`config.mk`:
```
export PLATFORM = sky130hd
export DESIGN_NAME = serial_settable_time_of_day_clock
export DESIGN_NICKNAME = d
export VERILOG_FILES = /design/src/sstc_pkg.sv /design/src/sstc_in_stage.sv /design/src/sstc_core.sv /design/src/sstc_out_stage.sv /design/src/serial_settable_time_of_day_clock.sv
export SDC_FILE = /design/constraint.sdc
export NUM_CORES = 1
export LEC_CHECK = 0
export BUFFER_PORTS_ARGS = -buffer_cell sky130_fd_sc_hd__buf_2
export CORE_UTILIZATION = 65
export DETAILED_ROUTE_END_ITERATION = 12
export GPL_ROUTABILITY_DRIVEN = 0
export PLACE_DENSITY = 0.85
export SYNTH_ARGS = -nofsm -noshare
export SYNTH_HDL_FRONTEND = slang
export SYNTH_SLANG_ARGS = --single-unit
```
`constraint.sdc`:
```
create_clock -name clk -period 5.38 [get_ports clk]
set_input_delay 0.538 -clock clk [delete_from_list [all_inputs] [get_ports clk]]
set_output_delay 0.538 -clock clk [all_outputs]
set_load 0.01 [all_outputs]
```
`src/sstc_pkg.sv`:
```
// Shared types and constants of the serial settable time-of-day clock.
// Used by the input stage, the time core, the output stage and the top level.
package sstc_pkg;

    // Widths of the item fields.
    localparam int PERIOD_W = 10;
    localparam int CHAR_W   = 8;
    localparam int HOUR_W   = 5;
    localparam int MIN_W    = 6;
    localparam int SEC_W    = 6;
    localparam int TENTH_W  = 4;
    localparam int MASK_W   = 4;
    localparam int ENTRY_W  = 8;
    localparam int STAGE_W  = 2;
    localparam int OUT_DATA_W = 32;

    // Reset value of the period register.
    localparam logic [PERIOD_W-1:0] RESET_PERIOD = 10'd100;

    // Item kinds.
    localparam logic REQ_TICK = 1'b0;
    localparam logic REQ_CHAR = 1'b1;

    // Characters that the entry logic reacts to.
    localparam logic [CHAR_W-1:0] CHAR_CR    = 8'd13;
    localparam logic [CHAR_W-1:0] CHAR_COLON = 8'd58;
    localparam logic [CHAR_W-1:0] CHAR_ZERO  = 8'd48;
    localparam logic [CHAR_W-1:0] CHAR_NINE  = 8'd57;

    // Top values of the time counters.
    localparam logic [TENTH_W-1:0] TENTH_TOP = 4'd9;
    localparam logic [SEC_W-1:0]   SEC_TOP   = 6'd59;
    localparam logic [MIN_W-1:0]   MIN_TOP   = 6'd59;
    localparam logic [HOUR_W-1:0]  HOUR_TOP  = 5'd23;

    // Entry stages.
    localparam logic [STAGE_W-1:0] STAGE_HOUR = 2'd0;
    localparam logic [STAGE_W-1:0] STAGE_MIN  = 2'd1;
    localparam logic [STAGE_W-1:0] STAGE_SEC  = 2'd2;

    // Mask bits.
    localparam logic [MASK_W-1:0] MASK_ALL = 4'hF;

    // One input item.
    typedef struct packed {
        logic              req_type;
        logic [CHAR_W-1:0] char_code;
    } in_item_t;

    // One result item; the last member sits in the lowest bits.
    typedef struct packed {
        logic               time_loaded;
        logic               clock_running;
        logic [MASK_W-1:0]  changed_mask;
        logic [TENTH_W-1:0] tenths;
        logic [SEC_W-1:0]   seconds;
        logic [MIN_W-1:0]   minutes;
        logic [HOUR_W-1:0]  hours;
    } result_t;

    localparam int RESULT_W = $bits(result_t);

endpackage

```
`src/sstc_in_stage.sv`:
```
// Input register of the time-of-day clock.
// Holds one accepted item until the core takes it; depends on sstc_pkg.
module sstc_in_stage
    import sstc_pkg::*;
(
    input  logic     clk,
    input  logic     rst_n,
    input  logic     s_tvalid,
    output logic     s_tready,
    input  in_item_t s_item,
    input  logic     take,
    output logic     item_valid,
    output in_item_t item
);

    logic     vld_reg;
    logic     vld_next;
    in_item_t item_reg;

    // A new item enters when the register is empty or drains this cycle.
    assign s_tready = !vld_reg || take;
    assign vld_next = (s_tvalid && s_tready) ? 1'b1 : (take ? 1'b0 : vld_reg);

    // Valid flag.
    always_ff @(posedge clk or negedge rst_n)
    begin
        if (!rst_n)
        begin
            vld_reg <= 1'b0;
        end
        else
        begin
            vld_reg <= vld_next;
        end
    end

    // Item payload.
    always_ff @(posedge clk)
    begin
        if (s_tvalid && s_tready)
        begin
            item_reg <= s_item;
        end
    end

    assign item_valid = vld_reg;
    assign item       = item_reg;

endmodule

```
`src/sstc_core.sv`:
```
// Time core: tick phase, time counters and serial time entry.
// Computes the result of the held item from the state; depends on sstc_pkg.
module sstc_core
    import sstc_pkg::*;
(
    input  logic                clk,
    input  logic                rst_n,
    input  logic                cfg_wr_en,
    input  logic [PERIOD_W-1:0] cfg_wr_data,
    input  logic                fire,
    input  in_item_t            item,
    output result_t             result
);

    logic [PERIOD_W-1:0] period_reg;
    logic [PERIOD_W-1:0] phase_reg,  phase_next;
    logic [TENTH_W-1:0]  tenth_reg,  tenth_next;
    logic [SEC_W-1:0]    sec_reg,    sec_next;
    logic [MIN_W-1:0]    min_reg,    min_next;
    logic [HOUR_W-1:0]   hour_reg,   hour_next;
    logic                run_reg,    run_next;
    logic [STAGE_W-1:0]  stage_reg,  stage_next;
    logic [ENTRY_W-1:0]  hent_reg,   hent_next;
    logic [ENTRY_W-1:0]  ment_reg,   ment_next;
    logic [ENTRY_W-1:0]  sent_reg,   sent_next;

    logic [PERIOD_W:0]   phase_inc;
    logic                phase_wrap;
    logic                is_digit;
    logic [ENTRY_W-1:0]  digit;
    logic [ENTRY_W-1:0]  sel_entry;
    logic [ENTRY_W-1:0]  sel_entry_new;
    logic [MASK_W-1:0]   mask;
    logic                loaded;

    // Period register; the user must write it only while the block is idle, as the block does not enforce it.
    always_ff @(posedge clk or negedge rst_n)
    begin
        if (!rst_n)
        begin
            period_reg <= RESET_PERIOD;
        end
        else if (cfg_wr_en)
        begin
            period_reg <= cfg_wr_data;
        end
    end

    // Shared decode of the phase step and of a digit.
    assign phase_inc  = {1'b0, phase_reg} + {{PERIOD_W{1'b0}}, 1'b1};
    assign phase_wrap = (phase_inc >= {1'b0, period_reg});
    assign is_digit   = (item.char_code >= CHAR_ZERO) && (item.char_code <= CHAR_NINE);
    assign digit      = item.char_code - CHAR_ZERO;

    // Entry field picked by the stage, and its value after one more digit.
    always_comb
    begin
        case (stage_reg)
            STAGE_HOUR: sel_entry = hent_reg;
            STAGE_MIN:  sel_entry = ment_reg;
            default:    sel_entry = sent_reg;
        endcase
    end
    assign sel_entry_new = {sel_entry[ENTRY_W-4:0], 3'b000}
                         + {sel_entry[ENTRY_W-2:0], 1'b0} + digit;

    // Next state and result of the held item.
    always_comb
    begin
        phase_next = phase_reg;
        tenth_next = tenth_reg;
        sec_next   = sec_reg;
        min_next   = min_reg;
        hour_next  = hour_reg;
        run_next   = run_reg;
        stage_next = stage_reg;
        hent_next  = hent_reg;
        ment_next  = ment_reg;
        sent_next  = sent_reg;
        mask       = '0;
        loaded     = 1'b0;

        if (item.req_type == REQ_TICK)
        begin
            // The phase runs even while the clock is stopped.
            phase_next = phase_wrap ? '0 : phase_inc[PERIOD_W-1:0];
            if (phase_wrap && run_reg)
            begin
                mask[0] = 1'b1;
                if (tenth_reg < TENTH_TOP)
                begin
                    tenth_next = tenth_reg + 1'b1;
                end
                else
                begin
                    tenth_next = '0;
                    mask[1]    = 1'b1;
                    if (sec_reg < SEC_TOP)
                    begin
                        sec_next = sec_reg + 1'b1;
                    end
                    else
                    begin
                        sec_next = '0;
                        mask[2]  = 1'b1;
                        if (min_reg < MIN_TOP)
                        begin
                            min_next = min_reg + 1'b1;
                        end
                        else
                        begin
                            min_next  = '0;
                            mask[3]   = 1'b1;
                            hour_next = (hour_reg < HOUR_TOP) ? hour_reg + 1'b1 : '0;
                        end
                    end
                end
            end
        end
        else if (is_digit)
        begin
            // A digit stops the clock and extends the selected field.
            run_next = 1'b0;
            case (stage_reg)
                STAGE_HOUR: hent_next = sel_entry_new;
                STAGE_MIN:  ment_next = sel_entry_new;
                STAGE_SEC:  sent_next = sel_entry_new;
                default:    ;
            endcase
        end
        else if (item.char_code == CHAR_COLON)
        begin
            // A colon moves to the next field and clears it.
            case (stage_reg)
                STAGE_HOUR:
                begin
                    stage_next = STAGE_MIN;
                    ment_next  = '0;
                end
                STAGE_MIN:
                begin
                    stage_next = STAGE_SEC;
                    sent_next  = '0;
                end
                default:
                begin
                    stage_next = STAGE_HOUR;
                    hent_next  = '0;
                end
            endcase
        end
        else if (item.char_code == CHAR_CR)
        begin
            // Carriage return loads the clamped time and restarts the clock.
            tenth_next = '0;
            hour_next  = (hent_reg > {{(ENTRY_W-HOUR_W){1'b0}}, HOUR_TOP})
                       ? HOUR_TOP : hent_reg[HOUR_W-1:0];
            min_next   = (ment_reg > {{(ENTRY_W-MIN_W){1'b0}}, MIN_TOP})
                       ? MIN_TOP : ment_reg[MIN_W-1:0];
            sec_next   = (sent_reg > {{(ENTRY_W-SEC_W){1'b0}}, SEC_TOP})
                       ? SEC_TOP : sent_reg[SEC_W-1:0];
            hent_next  = '0;
            ment_next  = '0;
            sent_next  = '0;
            stage_next = STAGE_HOUR;
            run_next   = 1'b1;
            mask       = MASK_ALL;
            loaded     = 1'b1;
        end
    end

    // State registers, updated when the held item is processed.
    always_ff @(posedge clk or negedge rst_n)
    begin
        if (!rst_n)
        begin
            phase_reg <= '0;
            tenth_reg <= '0;
            sec_reg   <= '0;
            min_reg   <= '0;
            hour_reg  <= '0;
            run_reg   <= 1'b1;
            stage_reg <= STAGE_HOUR;
            hent_reg  <= '0;
            ment_reg  <= '0;
            sent_reg  <= '0;
        end
        else if (fire)
        begin
            phase_reg <= phase_next;
            tenth_reg <= tenth_next;
            sec_reg   <= sec_next;
            min_reg   <= min_next;
            hour_reg  <= hour_next;
            run_reg   <= run_next;
            stage_reg <= stage_next;
            hent_reg  <= hent_next;
            ment_reg  <= ment_next;
            sent_reg  <= sent_next;
        end
    end

    // Result of the held item.
    always_comb
    begin
        result.time_loaded   = loaded;
        result.clock_running = run_next;
        result.changed_mask  = mask;
        result.tenths        = tenth_next;
        result.seconds       = sec_next;
        result.minutes       = min_next;
        result.hours         = hour_next;
    end

endmodule

```
`src/sstc_out_stage.sv`:
```
// Output register of the time-of-day clock.
// Holds one result item until the sink takes it; depends on sstc_pkg.
module sstc_out_stage
    import sstc_pkg::*;
(
    input  logic    clk,
    input  logic    rst_n,
    input  logic    load,
    input  result_t result,
    output logic    free,
    output logic    m_tvalid,
    input  logic    m_tready,
    output result_t m_result
);

    logic    vld_reg;
    logic    vld_next;
    result_t res_reg;

    // The slot is free when empty or when its item leaves this cycle.
    assign free     = !vld_reg || m_tready;
    assign vld_next = load ? 1'b1 : (m_tready ? 1'b0 : vld_reg);

    // Valid flag.
    always_ff @(posedge clk or negedge rst_n)
    begin
        if (!rst_n)
        begin
            vld_reg <= 1'b0;
        end
        else
        begin
            vld_reg <= vld_next;
        end
    end

    // Result payload.
    always_ff @(posedge clk)
    begin
        if (load)
        begin
            res_reg <= result;
        end
    end

    assign m_tvalid = vld_reg;
    assign m_result = res_reg;

endmodule

```
`src/serial_settable_time_of_day_clock.sv`:
```
// Top level of the serial settable time-of-day clock.
// Connects sstc_in_stage, sstc_core and sstc_out_stage; depends on sstc_pkg.

// Each input item is a millisecond tick or a received character; each gives
// exactly one result item with the time after it, a mask of changed counters,
// the run flag and a load flag. An item passes through an input register,
// the combinational logic of the time core and an output register; a result
// is offered once the output register holds it and can be taken when the
// sink is ready, and one item is accepted every cycle while the sink keeps
// taking results. The period register is written through cfg_wr_en and
// cfg_wr_data and must only change while no item is in flight.
module serial_settable_time_of_day_clock
    import sstc_pkg::*;
(
    input  logic                  clk,
    input  logic                  rst_n,
    input  logic                  cfg_wr_en,
    input  logic [PERIOD_W-1:0]   cfg_wr_data,     // ticks_per_tenth
    input  logic                  s_tvalid,
    output logic                  s_tready,
    input  logic [CHAR_W-1:0]     s_tdata,         // char_code[7:0]
    input  logic                  s_tuser,         // req_type
    output logic                  m_tvalid,
    input  logic                  m_tready,
    // hours[4:0], minutes[10:5], seconds[16:11], tenths[20:17],
    // changed_mask[24:21], clock_running[25], time_loaded[26], zeros above
    output logic [OUT_DATA_W-1:0] m_tdata
);

    in_item_t s_item;
    in_item_t item;
    logic     item_valid;
    logic     out_free;
    logic     fire;
    result_t  result;
    result_t  m_result;

    assign s_item.req_type  = s_tuser;
    assign s_item.char_code = s_tdata;

    // The held item is processed when the output slot can take its result.
    assign fire = item_valid && out_free;

    sstc_in_stage u_in_stage (
        .clk        (clk),
        .rst_n      (rst_n),
        .s_tvalid   (s_tvalid),
        .s_tready   (s_tready),
        .s_item     (s_item),
        .take       (fire),
        .item_valid (item_valid),
        .item       (item)
    );

    sstc_core u_core (
        .clk         (clk),
        .rst_n       (rst_n),
        .cfg_wr_en   (cfg_wr_en),
        .cfg_wr_data (cfg_wr_data),
        .fire        (fire),
        .item        (item),
        .result      (result)
    );

    sstc_out_stage u_out_stage (
        .clk      (clk),
        .rst_n    (rst_n),
        .load     (fire),
        .result   (result),
        .free     (out_free),
        .m_tvalid (m_tvalid),
        .m_tready (m_tready),
        .m_result (m_result)
    );

    assign m_tdata = {{(OUT_DATA_W-RESULT_W){1'b0}}, m_result};

endmodule
```
==> run_results.csv <==
group,metric,value,unit
final_layout,antenna_cells,0,
clock_network,cts-root-buf,"clkbuf_8",
worst_setup_path,worstPathCellList,"ha_1, nand4_1, nor2_1, nand2_1, xnor2_1, ha_1, a21o_1, a21oi_1, a211oi_2, a21oi_1, nor3_1, nor3_1, nor3_1",
clock_network,postCtsSetupRepairBufs,0,
clock_network,cts_resized,0,
worst_setup_path,crit_family,"compound AO/OA/AOI/OAI gates",
global_route,first_global_vias,4829,
final_layout,largest_reg_flops,27,
die,coreArea,9284,um2
placed_design,hpwl,10.27,mm
placed_design,portBuffers,52,
flow_run,maxCapViolations,0,
synth,yosysSeqAreaShare,45.40,%
die,die-area,10010,um2
sta,drv_slew,0,
worst_setup_path,critPathMaxStageDelay,0.86,ns
worst_setup_path,cp-end-kind,"flop",
routing,vias,5052,
worst_setup_path,r2r_cells,13,
synth,synth-seq-cells,106,
synth,synth_ff_type,"dfrtp_1",
synth,synth_edf_count,36,
placed_design,place_ws,1.565,ns
global_route,grt_pass1_wl,23.60,mm
sta,hold_violations,0,
global_route,track_usage,30.76,%
routing,wire_per_inst,18.01,um
sta,worst_hold_slack,0.3306,ns
worst_setup_path,r2r-start,"u_core.phase_reg[0]",
sta,max_freq,0.2569,GHz
sta,tightestPinTransition,1.184,ns
sta,fin_crit_sh,72.36,%
final_layout,area_delta_synth_final,7.946,%
global_route,grt_overflow,0,
worst_setup_path,setup.worst_path.start_class,"flop",
worst_setup_path,r2r_setup_slack,1.49,ns
clock_network,htree_num_levels,3,
die,fp.dieH,100.1,um
synth,ys_top_cells_by_area,"dfrtp_1 26%, edfxtp_1 17%, ha_1 5.8%",
worst_setup_path,slowest_stage,"a21oi_1",
clock_network,clkTransAtPathRegs,0.10,ns
worst_setup_path,cp_num_cells,13,
min_path,min_delay_worst_endpoint,"u_in_stage.item[6]",
worst_setup_path,crit_type,"flop to flop",
final_layout,fin_nets,717,
sta,setup_ws,1.487,ns
min_path,min_path_type,"input port to flop",
final_layout,num-fill-cells,691,
power_and_ir_drop,p_leak,2.871,nW
sta,relSlewSlack,20.69,%
clock_network,clk_path_buf_depth,2,
worst_setup_path,required,5.49,ns
final_layout,drive_gt1_share,17.72,%
worst_setup_path,worst_path_most_repeated_cell,"nor3_1",
power_and_ir_drop,powerDensity,265.9,nW/um2
global_route,antenna_found_initial,0,
min_path,holdPathStages,1,
clock_network,cts.sinks,106,
worst_setup_path,path_max_fanout,12,
synth,yosys.area.top_type,"dfrtp_1",
sta,skew,0.01260,ns
power_and_ir_drop,max-vdd-ir-drop,138.9,uV
die,die_w,100.1,um
sta,rsz0062_at_grt,"no",
clock_network,worst_skew_pair.late_latency,0.38,ns
clock_network,cts_hold_buffers,0,
routing,antenna_left,0,
min_path,hold_start,"s_tdata[6]",
sta,fin_setup_tns,0,ns
run_status,outcome,"completed",
synth,synthCells,624,
sta,post-route-min-period,3.893,ns
clock_network,cts_tree,"yes",
routing,wl,14.32,mm
worst_setup_path,reg2reg_to,"u_out_stage.m_result[10]",
routing,initialDrtViolationCount,411,
synth,async_flop_share,66.04,%
synth,synth_area,6251,um2
sta,setup-violations-final,0,
worst_setup_path,worst-path-buf-inv,0,
synth,synth_cell_types,76,
routing,drtPass1Iterations,5,
global_route,grt_max_degree,71,
die,num_rows,35,
routing,vias_per_cell,6.355,
clock_network,cts_buffers,9,
synth,synth_area_per_cell,10.02,um2
power_and_ir_drop,finalPower,0.001794,W
routing,remaining_drc_errors,0,
die,start_util,67.33,%
synth,yosys_warnings,0,
worst_setup_path,cp.arrival,4.01,ns
synth,synth_top_cell_area_share,26.42,%
die,pin_count,58,
==> metal layers <==
metal | global-route usage [%] | vias up | wire length, um
met5 | 0 | - | 0
met4 | 11.37 | 0 | 339
met3 | 6.198 | 34 | 1041
met2 | 50.29 | 223 | 6995
met1 | 41.01 | 2437 | 5940
li1 | - | 2358 | -
==> how the worst max path moves through the flow <==
| stage | startpoint | to | slack, ns |
|---|---|---|---|
| floorplan | u_core.stage_reg[0] | u_core.hent_reg[7] | 1.70 |
| global placement | u_core.phase_reg[0] | u_out_stage.m_result[8] | 1.82 |
| detailed placement | u_core.phase_reg[0] | u_out_stage.m_result[10] | 1.57 |
| CTS | u_core.phase_reg[0] | u_out_stage.m_result[10] | 1.55 |
| global route | u_core.phase_reg[0] | u_out_stage.m_result[10] | 1.21 |
| finish | u_core.phase_reg[0] | u_out_stage.m_result[10] | 1.49 |
==> Yosys cell counts (all sizes together), types with 17 or more instances <==
cell,count
clkbuf,20
o21ai,65
mux2,25
nand2,62
edfxtp,36
inv,29
nor3,18
nor2,32
dfrtp,66
a21oi,26
ha,29
nand3,17
==> logic make-up (layout without fill, tap and decap cells) <==
| kind of cell | count (synthesis) | in the layout | synth area share [%] |
|---|---|---|---|
| and+or+nand+nor | 194 | 194 | 16.23 |
| adders and majority gates | 32 | 32 | 6.765 |
| muxes | 34 | 34 | 5.945 |
| buffers and inverters | 63 | 101 | 4.203 |
| other | 1 | 5 | 0.05999 |
| DFF | 106 | 106 | 45.40 |
| AOI/OAI and AO/OA | 173 | 173 | 18.46 |
| xor gates and xnor gates | 21 | 21 | 2.942 |
==> per-stage QoR <==
stage | util [%] | instance area (um2) | instances
after floorplan | - | 6266 | 628
after global placement | 70.70 | 6564 | 779
after detailed placement | 70.70 | 6564 | 779
after CTS | 72.68 | 6748 | 795
after global routing | 72.68 | 6748 | 795
final | 72.68 | 6748 | 795
==> worst register-to-register path: cells and delay by family (launching register included) <==
kind | cells | cell delay (ns)
xor gates and xnor gates | 1 | 0.15
and+or+nand+nor | 6 | 1.01
adders and majority gates | 2 | 0.63
AOI/OAI and AO/OA | 4 | 1.39
DFF | 1 | 0.46
==> layout by cell type (no fill, tap or decap), types with 11 or more instances in the layout <==
master,instances
a21oi_1,25
and2_1,11
buf_2,52
dfrtp_1,66
edfxtp_1,36
ha_1,29
inv_1,29
mux2_2,25
nand2_1,62
nand3_1,17
nand4_1,12
nor2_1,31
nor3_1,15
o21ai_0,62
xnor2_1,14
==> power breakdown <==
| part | internal [W] | leakage [nW] | switching (W) | total (W) |
|---|---|---|---|---|
| Clock | 0.000178 | 0.0965 | 0.000296 | 0.000474 |
| Combinational | 0.000139 | 1.54 | 0.000200 | 0.000339 |
| Sequential | 0.000911 | 1.24 | 0.0000709 | 0.000982 |
| Total | 0.00123 | 2.87 | 0.000567 | 0.00179 |
==> cell type report <==
| type | instances | area [um2] | area share [%] |
|---|---|---|---|
| clock inverter | 7 | 60.06 | 0.8900 |
| inverter | 29 | 108.9 | 1.613 |
| clock buffer | 9 | 123.9 | 1.836 |
| tap | 129 | 161.4 | 2.392 |
| multi-input combinational | 459 | 3166 | 46.91 |
| timing repair buffer | 56 | 290.3 | 4.302 |
| sequential | 106 | 2838 | 42.05 |
Power figures use the tool's default switching activity.
